`config.mk`:
```
export PLATFORM = sky130hd
export DESIGN_NAME = arm_thumb_format_decoder
export DESIGN_NICKNAME = d
export VERILOG_FILES = /design/src/hdl/atfd_pkg.sv /design/src/hdl/atfd_classify.sv /design/src/hdl/arm_thumb_format_decoder.sv
export SDC_FILE = /design/constraint.sdc
export NUM_CORES = 1
export LEC_CHECK = 0
export BUFFER_PORTS_ARGS = -buffer_cell sky130_fd_sc_hd__buf_2
export CORE_UTILIZATION = 51
export CTS_CLUSTER_DIAMETER = 50
export DETAILED_ROUTE_END_ITERATION = 16
export GPL_ROUTABILITY_DRIVEN = 0
export PLACE_DENSITY = 0.89
export SYNTH_ARGS = -nofsm -noshare
export SYNTH_HDL_FRONTEND = slang
export SYNTH_SLANG_ARGS = --single-unit
```
`constraint.sdc`:
```
create_clock -name clk -period 2.4 [get_ports clk]
set_input_delay 0.24 -clock clk [delete_from_list [all_inputs] [get_ports clk]]
set_output_delay 0.24 -clock clk [all_outputs]
set_load 0.05 [all_outputs]
```
`src/hdl/atfd_pkg.sv`:
```
// ============================================================================
// atfd_pkg - instruction format decoder shared definitions
// Class codes, field patterns and types for the format decoder.
// ============================================================================
`timescale 1ns / 1ps
`default_nettype none

package atfd_pkg;

    typedef logic [5:0] class_t;
    typedef logic [4:0] thumb_fmt_t;

    localparam class_t     CLASS_BUBBLE    = 6'd0;
    localparam class_t     THUMB_BASE      = 6'd15;
    localparam class_t     CLASS_UNMATCHED = 6'd35;
    localparam thumb_fmt_t THUMB_NONE      = 5'd0;

    // ARM format codes
    localparam class_t ARM_DATA_PROC  = 6'd1;
    localparam class_t ARM_MUL        = 6'd2;
    localparam class_t ARM_MUL_LONG   = 6'd3;
    localparam class_t ARM_SWAP       = 6'd4;
    localparam class_t ARM_BX         = 6'd5;
    localparam class_t ARM_HALF_REG   = 6'd6;
    localparam class_t ARM_HALF_IMM   = 6'd7;
    localparam class_t ARM_SINGLE_XFR = 6'd8;
    localparam class_t ARM_UNDEF      = 6'd9;
    localparam class_t ARM_BLOCK_XFR  = 6'd10;
    localparam class_t ARM_BRANCH     = 6'd11;
    localparam class_t ARM_CP_XFR     = 6'd12;
    localparam class_t ARM_CP_DATA    = 6'd13;
    localparam class_t ARM_CP_REG     = 6'd14;
    localparam class_t ARM_SWI        = 6'd15;

    // Thumb format numbers, added to THUMB_BASE to form the class
    localparam thumb_fmt_t THUMB_SHIFT     = 5'd1;
    localparam thumb_fmt_t THUMB_ADD_SUB   = 5'd2;
    localparam thumb_fmt_t THUMB_IMM_OP    = 5'd3;
    localparam thumb_fmt_t THUMB_ALU       = 5'd4;
    localparam thumb_fmt_t THUMB_HI_REG    = 5'd5;
    localparam thumb_fmt_t THUMB_PC_LOAD   = 5'd6;
    localparam thumb_fmt_t THUMB_LS_REG    = 5'd7;
    localparam thumb_fmt_t THUMB_LS_SIGN   = 5'd8;
    localparam thumb_fmt_t THUMB_LS_IMM    = 5'd9;
    localparam thumb_fmt_t THUMB_LS_HALF   = 5'd10;
    localparam thumb_fmt_t THUMB_SP_LS     = 5'd11;
    localparam thumb_fmt_t THUMB_LOAD_ADDR = 5'd12;
    localparam thumb_fmt_t THUMB_SP_ADJ    = 5'd13;
    localparam thumb_fmt_t THUMB_PUSH_POP  = 5'd14;
    localparam thumb_fmt_t THUMB_MULTI_LS  = 5'd15;
    localparam thumb_fmt_t THUMB_COND_BR   = 5'd16;
    localparam thumb_fmt_t THUMB_SWI       = 5'd17;
    localparam thumb_fmt_t THUMB_BRANCH    = 5'd18;
    localparam thumb_fmt_t THUMB_LONG_BL   = 5'd19;

    // Branch-exchange pattern over bits 27..4
    localparam logic [23:0] BX_PATTERN = 24'h12FFF1;

endpackage : atfd_pkg

`default_nettype wire

```
`src/hdl/atfd_classify.sv`:
```
// ============================================================================
// atfd_classify - combinational format classifier
// Maps one instruction word, state bit and bubble flag to a format class.
// ============================================================================
`timescale 1ns / 1ps
`default_nettype none

module atfd_classify
    import atfd_pkg::*;
(
    input  wire logic [31:0] instruction_word,
    input  wire logic        thumb_state,
    input  wire logic        bubble,
    output class_t           format_class
);

    class_t     arm_class;
    thumb_fmt_t thumb_fmt;
    logic [15:0] h;

    assign h = instruction_word[15:0];

    // Walk the ARM priority chain
    always_comb
    begin
        priority if (instruction_word[27:26] == 2'b00)
        begin
            priority if (instruction_word[27:22] == 6'b000000 &&
                         instruction_word[7:4] == 4'b1001)
                arm_class = ARM_MUL;
            else if (instruction_word[27:23] == 5'b00001 &&
                     instruction_word[7:4] == 4'b1001)
                arm_class = ARM_MUL_LONG;
            else if (instruction_word[27:23] == 5'b00010 &&
                     instruction_word[21:20] == 2'b00 &&
                     instruction_word[11:4] == 8'b00001001)
                arm_class = ARM_SWAP;
            else if (instruction_word[27:4] == BX_PATTERN)
                arm_class = ARM_BX;
            else if (instruction_word[25] == 1'b0 && instruction_word[22] == 1'b0 &&
                     instruction_word[11:7] == 5'b00001 && instruction_word[4])
                arm_class = ARM_HALF_REG;
            else if (instruction_word[25] == 1'b0 && instruction_word[22] &&
                     instruction_word[7] && instruction_word[4])
                arm_class = ARM_HALF_IMM;
            else
                arm_class = ARM_DATA_PROC;
        end
        else if (instruction_word[27:25] == 3'b011 && instruction_word[4])
            arm_class = ARM_UNDEF;
        else if (instruction_word[27:26] == 2'b01)
            arm_class = ARM_SINGLE_XFR;
        else if (instruction_word[27:25] == 3'b100)
            arm_class = ARM_BLOCK_XFR;
        else if (instruction_word[27:25] == 3'b101)
            arm_class = ARM_BRANCH;
        else if (instruction_word[27:25] == 3'b110)
            arm_class = ARM_CP_XFR;
        else if (instruction_word[27:24] == 4'b1110)
            arm_class = instruction_word[4] ? ARM_CP_REG : ARM_CP_DATA;
        else if (instruction_word[27:24] == 4'b1111)
            arm_class = ARM_SWI;
        else
            arm_class = CLASS_UNMATCHED;
    end

    // Walk the Thumb format chain over the low halfword
    always_comb
    begin
        priority if (h[15:11] == 5'b00011)       thumb_fmt = THUMB_ADD_SUB;
        else if (h[15:13] == 3'b000)             thumb_fmt = THUMB_SHIFT;
        else if (h[15:13] == 3'b001)             thumb_fmt = THUMB_IMM_OP;
        else if (h[15:10] == 6'b010000)          thumb_fmt = THUMB_ALU;
        else if (h[15:10] == 6'b010001)          thumb_fmt = THUMB_HI_REG;
        else if (h[15:11] == 5'b01001)           thumb_fmt = THUMB_PC_LOAD;
        else if (h[15:12] == 4'b0101)
            thumb_fmt = h[9] ? THUMB_LS_SIGN : THUMB_LS_REG;
        else if (h[15:13] == 3'b011)             thumb_fmt = THUMB_LS_IMM;
        else if (h[15:12] == 4'b1000)            thumb_fmt = THUMB_LS_HALF;
        else if (h[15:12] == 4'b1001)            thumb_fmt = THUMB_SP_LS;
        else if (h[15:12] == 4'b1010)            thumb_fmt = THUMB_LOAD_ADDR;
        else if (h[15:12] == 4'b1011)
            thumb_fmt = h[10] ? THUMB_PUSH_POP : THUMB_SP_ADJ;
        else if (h[15:12] == 4'b1100)            thumb_fmt = THUMB_MULTI_LS;
        else if (h[15:12] == 4'b1101)
            thumb_fmt = (h[11:8] == 4'b1111) ? THUMB_SWI : THUMB_COND_BR;
        else if (h[15:12] == 4'b1110)            thumb_fmt = THUMB_BRANCH;
        else if (h[15:12] == 4'b1111)            thumb_fmt = THUMB_LONG_BL;
        else                                     thumb_fmt = THUMB_NONE;
    end

    // Pick bubble, Thumb or ARM result
    always_comb
    begin
        priority if (bubble)
            format_class = CLASS_BUBBLE;
        else if (thumb_state)
            format_class = (thumb_fmt != THUMB_NONE) ?
                           class_t'(THUMB_BASE + {1'b0, thumb_fmt}) : CLASS_UNMATCHED;
        else
            format_class = arm_class;
    end

endmodule : atfd_classify

`default_nettype wire

```
`src/hdl/arm_thumb_format_decoder.sv`:
```
// Flow: a word taken with start is held in the input registers, classified and
// caught in the result register, shown on format_class and marked by done for one cycle.
// Throughput: one word per cycle; busy stays low, since the only work is one
// pass through the classifier between the input and result registers.
// Reset: rst_n clears the valid and done flags; payload registers are not reset.
// ============================================================================
// arm_thumb_format_decoder - instruction format decoder top level
// Registers each fetched word, classifies it and registers the class.
// ============================================================================
`timescale 1ns / 1ps
`default_nettype none

module arm_thumb_format_decoder
    import atfd_pkg::*;
(
    input  wire logic        clk,
    input  wire logic        rst_n,
    input  wire logic        start,
    output logic             busy,
    input  wire logic [31:0] instruction_word,
    input  wire logic        thumb_state,
    input  wire logic        bubble,
    output logic             done,
    output logic [5:0]       format_class
);

    logic        valid_reg;
    logic [31:0] word_reg;
    logic        thumb_reg;
    logic        bubble_reg;
    logic        done_reg;
    class_t      class_reg;
    class_t      class_next;
    logic        accept;

    // Take a word whenever start is high; the pipeline never stalls
    assign busy   = 1'b0;
    assign accept = start && !busy;

    // Hold the accepted word
    always_ff @(posedge clk or negedge rst_n)
    begin
        if (!rst_n)
            valid_reg <= 1'b0;
        else
            valid_reg <= accept;
    end

    always_ff @(posedge clk)
    begin
        if (accept)
        begin
            word_reg   <= instruction_word;
            thumb_reg  <= thumb_state;
            bubble_reg <= bubble;
        end
    end

    atfd_classify u_classify (
        .instruction_word (word_reg),
        .thumb_state      (thumb_reg),
        .bubble           (bubble_reg),
        .format_class     (class_next)
    );

    // Advance the class into the result register
    always_ff @(posedge clk or negedge rst_n)
    begin
        if (!rst_n)
            done_reg <= 1'b0;
        else
            done_reg <= valid_reg;
    end

    always_ff @(posedge clk)
    begin
        if (valid_reg)
            class_reg <= class_next;
    end

    assign done         = done_reg;
    assign format_class = class_reg;

endmodule : arm_thumb_format_decoder

`default_nettype wire

```
==> impl_metrics.tcl <==
set metrics [dict create \
    worstPathArrival_ns 2.53 \
    die_y_um 58.39 \
    dp_hpwl_um 2201 \
    rows 20 \
    layout_commonest_cell "buf_2" \
    fp.dieW_um 58.39 \
    diodes 0 \
    finalClockSkew_ns 0.006700 \
    drt_iter0_drc 52 \
    clock_sinks 34 \
    synth_edf_count 32 \
    numCtsBuffers 5 \
    ant_nets 0 \
    async_flop_share_pct 5.882 \
    ys.flop_type "edfxtp_1" \
    yosys.area.top_type_share_pct 59.26 \
    min_period_ns 2.310 \
    drc 0 \
    firstDrtPassIters 4 \
    yosys-top-cells-area "edfxtp_1, dfrtp_1, nor2_1" \
    p_switching_w 0.0003908 \
    drv_cap 0 \
    ys_ff_latch 34 \
    maxSlewViolCount 0 \
    worstMarginPinSlew_ns 0.5578 \
    ir_worst_vdd_v 0.0006439 \
    drt_wl_total_um 3148 \
    setup_ws_ns 0.09016 \
    worstSkewPairLatency_ns 0.34 \
    top_usage_layer "met2" \
    synth_xor_area_share_pct 1.080 \
    viasPerCell 5.800 \
    synth_adder_area_share_pct 1.543 \
    start_kind "register" \
    dieArea_um2 3409 \
    fin_setup_tns_ns 0 \
    cellPowerDensity_nw_per_um2 751.4 \
    antenna_found_initial 0 \
    cpMaxStageDelayCell "edfxtp_1" \
    holdCritPathClass "in2reg" \
    synth_top_family_by_area "simple AND/OR/NAND/NOR gates" \
    combPwrFrac_pct 16.4 \
    grt_use_total_pct 19.66 \
    grt_pass1_wl_um 4926 \
    synthDistinctLibCells 45 \
    gr-total-overflow 0 \
    clk_path_buf_depth 2 \
    critPathMaxFanout 5 \
    portBuffers 35 \
    power_w 0.001523 \
    worstSetupEndpointType "register" \
    grt_pass1_vias 1179 \
    syn_inst 123 \
    synthMuxAreaShare_pct 0 \
    coreArea_um2 3028 \
    grt_use_met2_pct 37.44 \
    max_freq_mhz 432.9 \
    layout_common_cells "buf_2, edfxtp_1, nor2_1, buf_4" \
    layout_worst_path_cycle_share_pct 96.24 \
    pwr-share-clk_pct 34.7 \
    pre_cts_ws_ns 0.02279 \
    synth_simple_gate_area_share_pct 16.36 \
    final_nets 209 \
    seq_power_share_pct 49.0 \
    crit_type "reg2reg" \
    drive_gt1_share_pct 36.84 \
    path_cells "buf_4 -> buf_4 -> and2b_1 -> and2_1 -> o21ai_2 -> nand2_1 -> ha_1 -> nand2_1 -> nor4b_2 -> a31o_1" \
    power.leakage_nw 0.7734 \
    root_buffer "clkbuf_4" \
    vias 1247 \
    synth_area_um2 1622 \
    htree_levels 2 \
    critPathBufInv 2 \
    finalSetupViolations 0 \
    hold_ws_ns 0.06617 \
    synth_seq_area_share_pct 62.35 \
    area_growth_pct 25.00 \
    required_ns 2.62 \
    hold_viol 0 \
    final_cells 215 \
    switching_share_pct 25.66 \
    synth_compound_gate_area_share_pct 15.20 \
    initial_utilization_pct 53.55 \
    synth.avg_cell_area_um2 13.18 \
    grt_max_degree 28 \
    dp.cells 203 \
    io_pins 45 \
    ys_warn_count 0 \
    grt_use_met3_pct 5.275 \
    tritoncts "built" \
    status "completed" \
    met1_usage_pct 20.15 \
    syn_nets 162 \
    synth.largest_area_cell "edfxtp_1" \
    cell_internal_pwr_w 0.001132 \
    relSlewSlack_pct 62.81 \
    cts.clk_slew.worst_paths_ns 0.11 \
    routedWlPerCell_um 14.64 \
    critPathTopFamily "simple AND/OR/NAND/NOR gates" \
    slowest_delay_ns 0.46 \
    largest_reg_flops 24 \
]
==> worst register-to-register path, delay by kind of cell, from the launching register on <==
family	cells	cell delay, ns
flops	1	0.46
compound gates	2	0.37
buf+inv	2	0.26
simple gates	5	0.89
fa+ha+maj	1	0.22
==> final timing paths <==
kind | from | endpoint | slack (ns) | cells after the start
setup / recovery | word_reg[13] | format_class[3] | 0.09 | 10
hold / removal | instruction_word[20] | word_reg[20] | 0.07 | 1
setup reg to reg | word_reg[13] | format_class[3] | 0.09 | 10
hold reg to reg | valid_reg | done | 0.55 | 0
max in group asynchronous | rst_n | valid_reg | 2.11 | 2
min in group asynchronous | rst_n | done | 0.20 | 2
==> per-stage QoR <==
stage	util (%)	instance area, um^2
finish	66.94	2027
global route	66.94	2027
CTS	65.58	1986
detailed placement	61.28	1856
global placement	61.28	1856
floorplan	-	1622
==> cell usage after synthesis, drive strengths merged (2+ instances only) <==
library cell  instances
dfrtp                 2
o21a                  3
inv                   3
nand2b                2
edfxtp               32
or4                   2
a311oi                3
a2111oi               3
nor4                  2
nor2                 10
nand2                 5
nand3b                3
o21ai                 6
nor2b                 2
a221oi                2
ha                    2
nand4b                2
a21oi                 4
nor3                  4
nor4b                 2
nand3                 3
buf                   5
nand4                 4
==> layout make-up <==
| type | instances | area [um^2] |
|---|---|---|
| repair buffers | 45 | 252.7 |
| clock inverters | 3 | 68.82 |
| clock buffers | 5 | 37.54 |
| flip-flops and latches | 34 | 1011 |
| inverters | 3 | 11.26 |
| fillers | 220 | 1001 |
| well taps | 44 | 55.05 |
| multi-input cells | 81 | 590.6 |
==> cell families after synthesis <==
| family | after synthesis |
|---|---|
| buffers and inverters | 8 |
| other | 1 |
| adder cells (fa/ha/maj) | 2 |
| AND/OR/NAND/NOR | 45 |
| flip-flops | 34 |
| AO/OA/AOI/OAI | 31 |
| XOR/XNOR | 2 |
==> routing by layer <==
| layer | vias up | wire length, um | part of all wire, % |
|---|---|---|---|
| met5 | - | 0 | 0 |
| met1 | 588 | 1201 | 38 |
| met3 | 8 | 214 | 6.8 |
| li1 | 584 | - | - |
| met2 | 67 | 1673 | 53 |
| met4 | 0 | 59 | 1.9 |
==> repair_timing <==
action	CTS	global route
hold buffers	1	0
resized for setup	2	4
endpoints found under the setup margin	1	5
hold endpoints to repair	2	0
setup buffers	0	3
==> power by group through the flow <==
stage	clock (W)	combinational, W	sequential [W]
final	0.000528	0.000249	0.000746
after global routing	0.000563	0.000267	0.000752
after CTS	0.000540	0.000235	0.000745
after detailed placement	0	0.000228	0.000759
after global placement	0	0.000216	0.000754
after floorplan	0	0.000121	0.000791
No activity file was read; power rests on OpenSTA's default activity.
